===== src/gaas_pkg.sv =====
// Shared constants, status codes and control types of the glyph atlas shelf allocator.
package gaas_pkg;

   localparam int PAGE_SIDE_DEF    = 256;
   localparam int MAX_PAGES_DEF    = 64;
   localparam int SIZE_CLASSES_DEF = 4;

   localparam int WIDTH_W  = 9;
   localparam int HEIGHT_W = 8;
   localparam int PAGE_W   = 6;
   localparam int POS_X_W  = 9;
   localparam int POS_Y_W  = 8;
   localparam int STATUS_W = 2;

   localparam int CUR_X_W    = 9;
   localparam int CUR_Y_W    = 10;
   localparam int ROWH_W     = 12;
   localparam int SUM_W      = 14;
   localparam int CLASS_BASE = 16;

   localparam int REQ_DATA_W = 24;
   localparam int RSP_DATA_W = 24;

   typedef enum logic [STATUS_W-1:0] {
      ST_PLACED   = 2'd0,
      ST_TOO_TALL = 2'd1,
      ST_NO_PAGE  = 2'd2
   } gaas_status_type;

   typedef struct packed {
      logic            upd;
      logic            take_page;
      gaas_status_type status;
   } gaas_ctl_type;

endpackage


===== src/gaas_place.sv =====
// Size class selection and shelf placement for one glyph against the class state.
module gaas_place #(
   parameter int PAGE_SIDE    = gaas_pkg::PAGE_SIDE_DEF,
   parameter int MAX_PAGES    = gaas_pkg::MAX_PAGES_DEF,
   parameter int SIZE_CLASSES = gaas_pkg::SIZE_CLASSES_DEF,
   localparam int CNT_W       = $clog2(MAX_PAGES + 1),
   localparam int CLS_W       = (SIZE_CLASSES > 1) ? $clog2(SIZE_CLASSES) : 1
) (
   input  logic [gaas_pkg::WIDTH_W-1:0]  glyph_width,
   input  logic [gaas_pkg::HEIGHT_W-1:0] glyph_height,
   input  logic [SIZE_CLASSES-1:0]       has_page,
   input  logic [CNT_W-1:0]              class_page [SIZE_CLASSES],
   input  logic [gaas_pkg::CUR_X_W-1:0]  cur_x [SIZE_CLASSES],
   input  logic [gaas_pkg::CUR_Y_W-1:0]  cur_y [SIZE_CLASSES],
   input  logic [CNT_W-1:0]              pages_used,
   output gaas_pkg::gaas_ctl_type        ctl,
   output logic [CLS_W-1:0]              cls,
   output logic [CNT_W-1:0]              page,
   output logic [gaas_pkg::CUR_X_W-1:0]  pos_x,
   output logic [gaas_pkg::CUR_Y_W-1:0]  pos_y,
   output logic [gaas_pkg::CUR_X_W-1:0]  next_x
);

   localparam int SUM_W = gaas_pkg::SUM_W;
   localparam int CX_W  = gaas_pkg::CUR_X_W;

   logic                        found;
   logic [gaas_pkg::ROWH_W-1:0] rowh;
   logic                        has;
   logic [CX_W:0]               sum_x;
   logic                        wrap;
   logic [SUM_W-1:0]            cy_row;
   logic                        need_new;
   logic                        exhausted;
   logic                        restart;
   logic [CX_W:0]               nx;
   logic [CX_W+1:0]             nx_inc;

   // Lowest class whose row height exceeds the glyph height wins.
   always_comb begin
      found = 1'b0;
      cls   = '0;
      for (int i = SIZE_CLASSES - 1; i >= 0; i--) begin
         if (gaas_pkg::ROWH_W'(glyph_height) <
             (gaas_pkg::ROWH_W'(gaas_pkg::CLASS_BASE) << i)) begin
            found = 1'b1;
            cls   = CLS_W'(i);
         end
      end
   end

   assign rowh  = gaas_pkg::ROWH_W'(gaas_pkg::CLASS_BASE) << cls;
   assign has   = has_page[cls];
   assign sum_x = {1'b0, cur_x[cls]} + {1'b0, glyph_width};
   assign wrap  = has && (SUM_W'(sum_x) > SUM_W'(PAGE_SIDE));

   // Drop to the next shelf when the glyph runs past the right edge.
   assign cy_row = SUM_W'(cur_y[cls]) + (wrap ? (SUM_W'(rowh) + SUM_W'(1)) : '0);

   assign need_new  = !has ||
                      ((cy_row + SUM_W'(rowh) + SUM_W'(1)) > SUM_W'(PAGE_SIDE));
   assign exhausted = pages_used >= CNT_W'(MAX_PAGES);
   assign restart   = need_new || wrap;

   always_comb begin
      ctl.upd       = 1'b0;
      ctl.take_page = 1'b0;
      ctl.status    = gaas_pkg::ST_PLACED;
      if (!found) begin
         ctl.status = gaas_pkg::ST_TOO_TALL;
      end else if (need_new && exhausted) begin
         ctl.status = gaas_pkg::ST_NO_PAGE;
      end else begin
         ctl.upd       = 1'b1;
         ctl.take_page = need_new;
      end
   end

   assign page  = need_new ? pages_used : class_page[cls];
   assign pos_x = restart ? '0 : cur_x[cls];
   assign pos_y = need_new ? '0 : cy_row[gaas_pkg::CUR_Y_W-1:0];

   // Advance past the glyph plus one texel gap, saturating the cursor.
   assign nx     = restart ? {1'b0, glyph_width} : sum_x;
   assign nx_inc = {1'b0, nx} + (CX_W+2)'(1);
   assign next_x = nx_inc[CX_W+1:CX_W] != 2'b00 ? {CX_W{1'b1}} : nx_inc[CX_W-1:0];

endmodule


===== src/glyph_atlas_shelf_allocator.sv =====
// Top level of the glyph atlas shelf allocator.
// Each request item carries a glyph width and height; each takes exactly one response item
// with the page number, top-left position and a status (placed, too tall, or no free page).
// The block sustains one item per clock: an item is held in the input register, is placed
// by the combinational class select and shelf logic, and lands in the response register;
// class state updates in the same cycle as the result is registered. Throughput drops only
// while the response side holds tready low.
module glyph_atlas_shelf_allocator #(
   parameter int PAGE_SIDE    = gaas_pkg::PAGE_SIDE_DEF,
   parameter int MAX_PAGES    = gaas_pkg::MAX_PAGES_DEF,
   parameter int SIZE_CLASSES = gaas_pkg::SIZE_CLASSES_DEF
) (
   input  logic                              clock,
   input  logic                              reset,
   input  logic                              req_tvalid,
   output logic                              req_tready,
   // [8:0] glyph_width, [16:9] glyph_height, [23:17] zero
   input  logic [gaas_pkg::REQ_DATA_W-1:0]   req_tdata,
   output logic                              rsp_tvalid,
   input  logic                              rsp_tready,
   // [5:0] page_number, [14:6] pos_x, [22:15] pos_y, [23] zero
   output logic [gaas_pkg::RSP_DATA_W-1:0]   rsp_tdata,
   // [1:0] status
   output logic [gaas_pkg::STATUS_W-1:0]     rsp_tuser
);

   localparam int CNT_W = $clog2(MAX_PAGES + 1);
   localparam int CLS_W = (SIZE_CLASSES > 1) ? $clog2(SIZE_CLASSES) : 1;
   localparam int WW    = gaas_pkg::WIDTH_W;
   localparam int HW    = gaas_pkg::HEIGHT_W;
   localparam int PW    = gaas_pkg::PAGE_W;
   localparam int XW    = gaas_pkg::POS_X_W;
   localparam int YW    = gaas_pkg::POS_Y_W;

   logic                         s1_vld_ff;
   logic [WW-1:0]                s1_w_ff;
   logic [HW-1:0]                s1_h_ff;

   logic [SIZE_CLASSES-1:0]      has_ff;
   logic [CNT_W-1:0]             page_ff [SIZE_CLASSES];
   logic [gaas_pkg::CUR_X_W-1:0] cx_ff [SIZE_CLASSES];
   logic [gaas_pkg::CUR_Y_W-1:0] cy_ff [SIZE_CLASSES];
   logic [CNT_W-1:0]             used_ff;

   logic                         rsp_vld_ff;
   logic [gaas_pkg::RSP_DATA_W-1:0] rsp_data_ff;
   logic [gaas_pkg::RSP_DATA_W-1:0] rsp_data_in;
   logic [gaas_pkg::STATUS_W-1:0]   rsp_user_ff;

   gaas_pkg::gaas_ctl_type       ctl;
   logic [CLS_W-1:0]             cls;
   logic [CNT_W-1:0]             page;
   logic [gaas_pkg::CUR_X_W-1:0] pos_x;
   logic [gaas_pkg::CUR_Y_W-1:0] pos_y;
   logic [gaas_pkg::CUR_X_W-1:0] next_x;
   logic [CNT_W+PW-1:0]          page_ext;
   logic                         advance;
   logic                         placed;

   gaas_place #(
      .PAGE_SIDE    (PAGE_SIDE),
      .MAX_PAGES    (MAX_PAGES),
      .SIZE_CLASSES (SIZE_CLASSES)
   ) u_place (
      .glyph_width  (s1_w_ff),
      .glyph_height (s1_h_ff),
      .has_page     (has_ff),
      .class_page   (page_ff),
      .cur_x        (cx_ff),
      .cur_y        (cy_ff),
      .pages_used   (used_ff),
      .ctl          (ctl),
      .cls          (cls),
      .page         (page),
      .pos_x        (pos_x),
      .pos_y        (pos_y),
      .next_x       (next_x)
   );

   // Move the staged item into the response register unless the response is stalled.
   assign advance    = s1_vld_ff && (!rsp_vld_ff || rsp_tready);
   assign req_tready = !s1_vld_ff || advance;

   assign placed   = ctl.status == gaas_pkg::ST_PLACED;
   assign page_ext = {{PW{1'b0}}, page};

   always_comb begin
      rsp_data_in = '0;
      if (placed) begin
         rsp_data_in[PW-1:0]          = page_ext[PW-1:0];
         rsp_data_in[PW+XW-1:PW]      = pos_x;
         rsp_data_in[PW+XW+YW-1:PW+XW] = pos_y[YW-1:0];
      end
   end

   always_ff @(posedge clock) begin
      if (reset) begin
         s1_vld_ff  <= 1'b0;
         rsp_vld_ff <= 1'b0;
         has_ff     <= '0;
         used_ff    <= '0;
         for (int i = 0; i < SIZE_CLASSES; i++) begin
            page_ff[i] <= '0;
            cx_ff[i]   <= '0;
            cy_ff[i]   <= '0;
         end
      end else begin
         if (req_tready) begin
            s1_vld_ff <= req_tvalid;
         end
         if (advance) begin
            rsp_vld_ff <= 1'b1;
         end else if (rsp_tready) begin
            rsp_vld_ff <= 1'b0;
         end
         if (advance && ctl.upd) begin
            cx_ff[cls] <= next_x;
            cy_ff[cls] <= pos_y;
            if (ctl.take_page) begin
               has_ff[cls]  <= 1'b1;
               page_ff[cls] <= page;
               used_ff      <= used_ff + CNT_W'(1);
            end
         end
      end
   end

   always_ff @(posedge clock) begin
      if (req_tvalid && req_tready) begin
         s1_w_ff <= req_tdata[WW-1:0];
         s1_h_ff <= req_tdata[WW+HW-1:WW];
      end
      if (advance) begin
         rsp_data_ff <= rsp_data_in;
         rsp_user_ff <= ctl.status;
      end
   end

   assign rsp_tvalid = rsp_vld_ff;
   assign rsp_tdata  = rsp_data_ff;
   assign rsp_tuser  = rsp_user_ff;

endmodule


===== config.mk =====
export PLATFORM = sky130hd
export DESIGN_NAME = glyph_atlas_shelf_allocator
export DESIGN_NICKNAME = d
export VERILOG_FILES = /design/src/gaas_pkg.sv /design/src/gaas_place.sv /design/src/glyph_atlas_shelf_allocator.sv
export SDC_FILE = /design/constraint.sdc
export NUM_CORES = 1
export LEC_CHECK = 0
export BUFFER_PORTS_ARGS = -buffer_cell sky130_fd_sc_hd__buf_2
export CAP_MARGIN = 20
export CORE_MARGIN = 5
export CORE_UTILIZATION = 30
export CTS_CLUSTER_DIAMETER = 30
export DETAILED_ROUTE_END_ITERATION = 8
export PLACE_DENSITY_LB_ADDON = 0.08
export SYNTH_ARGS = -nofsm -noshare
export SYNTH_HDL_FRONTEND = slang
export SYNTH_HIERARCHICAL = 1
export SYNTH_SLANG_ARGS = --single-unit

===== constraint.sdc =====
create_clock -name clock -period 10.35 [get_ports clock]
set_input_delay 1.035 -clock clock [delete_from_list [all_inputs] [get_ports clock]]
set_output_delay 1.035 -clock clock [all_outputs]
set_load 0.01 [all_outputs]

# ---- Word-level counts from Yosys, hierarchy flattened
# Index checks and enable logic that the tools add are counted.
dict set report classes {
  add_sub_neg 7
  bitwise_logic 3
  n_reduce_logical 19
  order_cmp 11
  shift 1
  muxes 41
}
# cell count
set op_table {}
lappend op_table {{two-way mux 10 bit} 5}
lappend op_table {{bitwise mux 40 bit} 1}
lappend op_table {{bitwise mux 36 bit} 1}
lappend op_table {{two-way mux 9 bit} 4}
lappend op_table {{bitwise mux 28 bit} 1}
lappend op_table {{two-way mux 7 bit} 4}
lappend op_table {{binary-select mux 10 bit (select 2 bit)} 1}
lappend op_table {{demux 10 bit (select 2 bit)} 1}
lappend op_table {{binary-select mux 9 bit (select 2 bit)} 1}
lappend op_table {{demux 9 bit (select 2 bit)} 1}
lappend op_table {{two-way mux 2 bit} 8}
lappend op_table {{adder 10 x 14 -> 14 bit} 1}
lappend op_table {{adder 14 x 1 -> 14 bit, second input constant} 1}
lappend op_table {{adder 14 x 12 -> 14 bit} 1}
lappend op_table {{binary-select mux 7 bit (select 2 bit)} 1}
lappend op_table {{demux 7 bit (select 2 bit)} 1}
lappend op_table {{> comparator 14 x 9 -> 1 bit, second input constant} 1}
lappend op_table {{two-way mux 14 bit} 1}
lappend op_table {{adder 12 x 1 -> 13 bit, second input constant} 1}
lappend op_table {{left shift 5 x 2 -> 12 bit, first input constant} 1}
lappend op_table {{adder 10 x 1 -> 11 bit, second input constant} 1}
lappend op_table {{adder 9 x 9 -> 10 bit} 1}
lappend op_table {{> comparator 10 x 9 -> 1 bit, second input constant} 1}
lappend op_table {{< comparator 8 x 5 -> 1 bit, second input constant} 1}
lappend op_table {{other kinds (22)} 41}
dict set report totals {
  inputBits 28
  wordCells 103
  out_inout_bits 28
  reg_bits 159
}

# ---- Longest topological paths before layout
dict set report logic_depth {
  ltp_word 24
  ltp_mapped 42
  mapped_depth_nobuf 37
}

# ---- Modules after synthesis
# Netlist, hierarchy kept.
# module seq_area_each_um2 instances area_per_inst_um2 cells_per_inst
set modules_own_cells {}
lappend modules_own_cells {glyph_atlas_shelf_allocator 3603.5 1 6408.6 606}
lappend modules_own_cells {gaas_place 0.0 1 2617.5 377}

# ---- Worst setup path before layout
# Ideal clock, no wire load.
dict set report synth_path {
  kind {register to register}
  from {register s1_h_ff[6]}
  to {register cx_ff[6] (netlist name)}
  setup_slack_ns 1.106
  setup_time_ns 0.132
  path_buffers 6
  stages_incl_launch_ff 40
  synth_period_minus_slack_ns 9.244
  required_time_ns 10.218
  arrival_ns 9.112
  path_cell_list {edfxtp_1 clkbuf_1 inv_1 a21oi_1 clkbuf_1 buf_1 mux2i_1 a21oi_1 ha_1 a21o_1 a221oi_1 xor2_1 o2111ai_1 a21oi_1 nand2b_1 clkbuf_1 nor2_1 ha_1 [4 not listed] ha_1 nor3_1 or3b_2 mux2i_1 a221oi_2 o32a_1 and4_1 clkbuf_1 nand3_1 buf_2 mux2_2 ha_1 nand4_1 or4b_1 a22oi_1 mux2_1 nand4_1 a21oi_1}
}
dict set report synth_via {
  elab_chain_cells 24
  word_cells_on_any_way 48
  classes_between {add/sub (6); order compare (8); shift (1); mux (24); bitwise (1); reduce/logical (8)}
}
# item line
set synth_rtl {}
lappend synth_rtl {{start, declared} glyph_atlas_shelf_allocator.sv:37} ;# logic [HW-1:0] s1_h_ff;
lappend synth_rtl {{start signal, assigned} glyph_atlas_shelf_allocator.sv:131} ;# s1_h_ff <= req_tdata[WW+HW-1:WW];
lappend synth_rtl {{< comparator 8 bit} gaas_place.sv:44} ;# if (gaas_pkg::ROWH_W'(glyph_height) <
lappend synth_rtl {{two-way mux 2 bit (3 in series)} gaas_place.sv:44}
lappend synth_rtl {{two-way mux 2 bit *} gaas_place.sv:44}
lappend synth_rtl {{named net cls[0]} glyph_atlas_shelf_allocator.sv:51} ;# logic [CLS_W-1:0] cls;
lappend synth_rtl {{inverter 2 -> 3 bit (not written as such)} {gaas_place.sv:54, gaas_place.sv:58}}
lappend synth_rtl {{binary-select mux 9 bit (select 2 bit)} gaas_place.sv:54} ;# assign sum_x = {1'b0, cur_x[cls]} + {1'b0, glyph_width};
lappend synth_rtl {{two-way mux 9 bit (not written as such) (2 in series)} gaas_place.sv:54}
lappend synth_rtl {{adder 9 x 9 -> 10 bit} gaas_place.sv:54}
lappend synth_rtl {{[7 not listed]} n/a}
lappend synth_rtl {{logical OR 1 bit} gaas_place.sv:60} ;# assign need_new = !has ||
lappend synth_rtl {{logical OR 1 bit} gaas_place.sv:63} ;# assign restart = need_new || wrap;
lappend synth_rtl {{two-way mux 10 bit *} gaas_place.sv:84} ;# assign nx = restart ? {1'b0, glyph_width} : sum_x;
lappend synth_rtl {{adder 10 x 1 -> 11 bit *} gaas_place.sv:85} ;# assign nx_inc = {1'b0, nx} + (CX_W+2)'(1);
lappend synth_rtl {{nonzero test 2 bit} gaas_place.sv:86} ;# assign next_x = nx_inc[CX_W+1:CX_W] != 2'b00 ? {CX_W{1'b1}} : nx_inc[CX_W-1:0];
lappend synth_rtl {{two-way mux 9 bit *} gaas_place.sv:86}
lappend synth_rtl {{named net next_x, one bit} glyph_atlas_shelf_allocator.sv:55} ;# logic [gaas_pkg::CUR_X_W-1:0] next_x;
lappend synth_rtl {{bitwise mux 36 bit *} glyph_atlas_shelf_allocator.sv:117} ;# cx_ff[cls] <= next_x;
lappend synth_rtl {{end signal, assigned by index} glyph_atlas_shelf_allocator.sv:117}
lappend synth_rtl {{end, declared} glyph_atlas_shelf_allocator.sv:41} ;# logic [gaas_pkg::CUR_X_W-1:0] cx_ff [SIZE_CLASSES];
# Mark *: on every way through the listed nets, which the timed path passes. The rest lies on a longest branch. The select of a mux whose other input is x is not followed.
# A chain may end at the register's enable or synchronous reset.

# ---- Worst setup path in the final report
dict set report layout_path {
  from {register s1_h_ff[5]}
  to {register cx_ff[15] (netlist name)}
}
dict set report layout_via {
  elab_chain_cells 24
  word_cells_on_any_way 48
  classes_between {add/sub (6); order compare (8); shift (1); mux (24); bitwise (1); reduce/logical (8)}
}
# item line
set layout_rtl {}
lappend layout_rtl {{< comparator 8 bit} gaas_place.sv:44}
lappend layout_rtl {{two-way mux 2 bit (3 in series)} gaas_place.sv:44}
lappend layout_rtl {{two-way mux 2 bit *} gaas_place.sv:44}
lappend layout_rtl {{inverter 2 -> 3 bit (not written as such)} {gaas_place.sv:54, gaas_place.sv:58}}
lappend layout_rtl {{binary-select mux 9 bit (select 2 bit)} gaas_place.sv:54}
lappend layout_rtl {{two-way mux 9 bit (not written as such) (2 in series)} gaas_place.sv:54}
lappend layout_rtl {{adder 9 x 9 -> 10 bit} gaas_place.sv:54}
lappend layout_rtl {{> comparator 10 x 9 -> 1 bit} gaas_place.sv:55} ;# assign wrap = has && (SUM_W'(sum_x) > SUM_W'(PAGE_SIDE));
lappend layout_rtl {{[6 not listed]} n/a}
lappend layout_rtl {{logical OR 1 bit} gaas_place.sv:60}
lappend layout_rtl {{logical OR 1 bit} gaas_place.sv:63}
lappend layout_rtl {{two-way mux 10 bit *} gaas_place.sv:84}
lappend layout_rtl {{adder 10 x 1 -> 11 bit *} gaas_place.sv:85}
lappend layout_rtl {{nonzero test 2 bit} gaas_place.sv:86}
lappend layout_rtl {{two-way mux 9 bit *} gaas_place.sv:86}
lappend layout_rtl {{named net next_x, one bit} glyph_atlas_shelf_allocator.sv:55}
lappend layout_rtl {{bitwise mux 36 bit *} glyph_atlas_shelf_allocator.sv:117}
# Marked as above.

==> flow_metrics.tcl <==
set metrics [dict create \
    slew_headroom 0.2790 \
    stdcell_area_mm2 0.009992 \
    diodes 0 \
    root_buffer "clkbuf_16" \
    layout-drive-gt1-share 0.1567 \
    crit_required_ns 10.62 \
    drt-wirelength-per-cell_um 21.58 \
    cp-start-kind "register" \
    die-height_um 180.5 \
    h-tree-depth 4 \
    gp_congestion 0.8448 \
    clk-insertion-delay-late_ns 0.43 \
    finalCriticalPeriod_ns 9.489 \
    p_leak_nw 3.613 \
    initial_utilization 0.3040 \
    final_util 0.3481 \
    cp_common_cell "ha_1" \
    end_kind "register" \
    cts_buffer_depth 2 \
    viasPerCell 5.622 \
    clkSinkCount 151 \
    portBuffers 43 \
    fin_nets 1028 \
    setup_viol 0 \
    post-route-period-util 0.9168 \
    syn_nets 1014 \
    timing.setup.tns_ns 0 \
    clock.fmax_ghz 0.1054 \
    hold_violations 0 \
    hold_slack_ns 0.4533 \
    avgSynthCellArea_um2 9.069 \
    first_pass_iters 5 \
    die-area_mm2 0.03259 \
    r2r_slack_ns 0.86 \
    dp_hpwl_um 19100 \
    maxCapViolCount 0 \
    core_mm2 0.02870 \
    crit_type "register to register" \
    die_w_um 180.5 \
    slew_violations 0 \
    skew_ns 0.01441 \
    syn_inst 962 \
    num_rows 62 \
    route.vias.total 7719 \
    ioPinCount 56 \
    cts_hold_buf 0 \
    drt-initial-drc-count 599 \
    wl_um 29630 \
    netlist_area_mm2 0.008725 \
    syn2layout_area_growth_pct 14.53 \
    grt_overflow 0 \
    dpl_cell_area_mm2 0.009390 \
    status "finished, final reports clean" \
    p_per_area_mw_per_mm2 148.1 \
    max_slew.worst_pin.slew_ns 1.081 \
    antenna_found_initial 0 \
    max-vdd-ir-drop_mv 0.08388 \
    path_max_fanout 10 \
    cts_buffers 17 \
    grt_setup_unrepaired "no" \
    grt_max_degree 90 \
    first_global_vias 7657 \
    grt_pass1_wl_um 45970 \
    clkTransAtPathRegs_ns 0.06 \
    yosysWarnings 6 \
    grt.total_usage 0.1773 \
    worstPathArrival_ns 9.76 \
    ant_nets 0 \
    hold_path.class "register to register" \
    cpPeakStageDelay_ns 0.82 \
    fillers 3030 \
    cts_tree "built" \
    drc 0 \
    slowest_stage "or4b_1" \
]
[report_power, final]
group / leakage, nW / internal (mW) / switching (mW)
sequential: 1.29 / 0.615 / 0.00869
clock: 0.271 / 0.350 / 0.272
combinational: 2.06 / 0.0769 / 0.157
total: 3.61 / 1.04 / 0.438
[through the flow]
stage	setup WS (ns)	power, mW	cells
after CTS	0.7320	1.501	1370
after global routing	0.05983	1.542	1373
after detailed placement	0.8005	0.8685	1338
final	0.8611	1.480	1373
after global placement	0.8473	0.8678	1336
after floorplan	1.161	0.7867	962
[metal layers]
metal  GRT usage  routed length, µm
met1      0.2508              14300
met2      0.2802              13720
met5           0                  0
met4     0.05112                549
met3     0.02866               1061
[area by class of cell]
| type | instances | area, µm² | share of cell area |
|---|---|---|---|
| clock buffers | 21 | 461.7 | 0.04621 |
| clock inverters | 11 | 111.4 | 0.01114 |
| inverters | 17 | 63.81 | 0.006386 |
| multi-input cells | 701 | 4863 | 0.4867 |
| flip-flops and latches | 151 | 3403 | 0.3406 |
| well taps | 384 | 480.5 | 0.04808 |
| repair buffers | 88 | 608.1 | 0.06086 |
[repair_timing]
item / in CTS / in global routing
gates resized for setup: 0 / 1
setup buffers: 0 / 3
hold endpoints to repair: 0 / 0
setup endpoints to repair: 0 / 4
[cell usage in the layout, fill, tap and decap left out, types with 6 or more instances in the layout]
cell	count
a211oi_1	9
a21o_1	8
a21oi_1	114
a222oi_1	7
and2_1	31
and3_1	15
buf_2	42
buf_4	42
clkbuf_16	18
dfxtp_1	113
edfxtp_1	38
ha_1	23
inv_1	16
mux2_2	13
mux2i_1	42
nand2_1	26
nand2b_1	40
nand3_1	10
nand3b_1	8
nand4_1	87
nor2_1	32
nor2b_1	7
nor3_1	6
o21a_1	6
o21ai_0	18
o22ai_1	16
o31ai_1	82
xnor2_1	6
xor2_1	8
[final timing paths]
check / start / to / cells after the start
max reg2reg: s1_h_ff[5] / cx_ff[15] / 34
max: s1_h_ff[5] / cx_ff[15] / 34
min reg2reg: has_ff[2] / has_ff[2] / 2
min: has_ff[2] / has_ff[2] / 2
[registers in the layout, summed over array words and instances, names as in the netlist, 2 cells and up]
register	cells
cx_ff	36
cy_ff	40
has_ff	4
page_ff	24
rsp_tdata	23
rsp_tuser	2
s1_h_ff	4
s1_w_ff	9
used_ff	7
[critical path: cells and delay by family (launching register included)]
family / cells / cell delay, ns
AOI/OAI and AO/OA: 12 / 2.44
adders and majority gates: 5 / 1.49
xor gates and xnor gates: 2 / 0.49
buffers and inverters: 1 / 0.19
muxes: 4 / 1.17
and+or+nand+nor: 10 / 3.02
DFF: 1 / 0.58
Power figures use the tool's default switching activity.
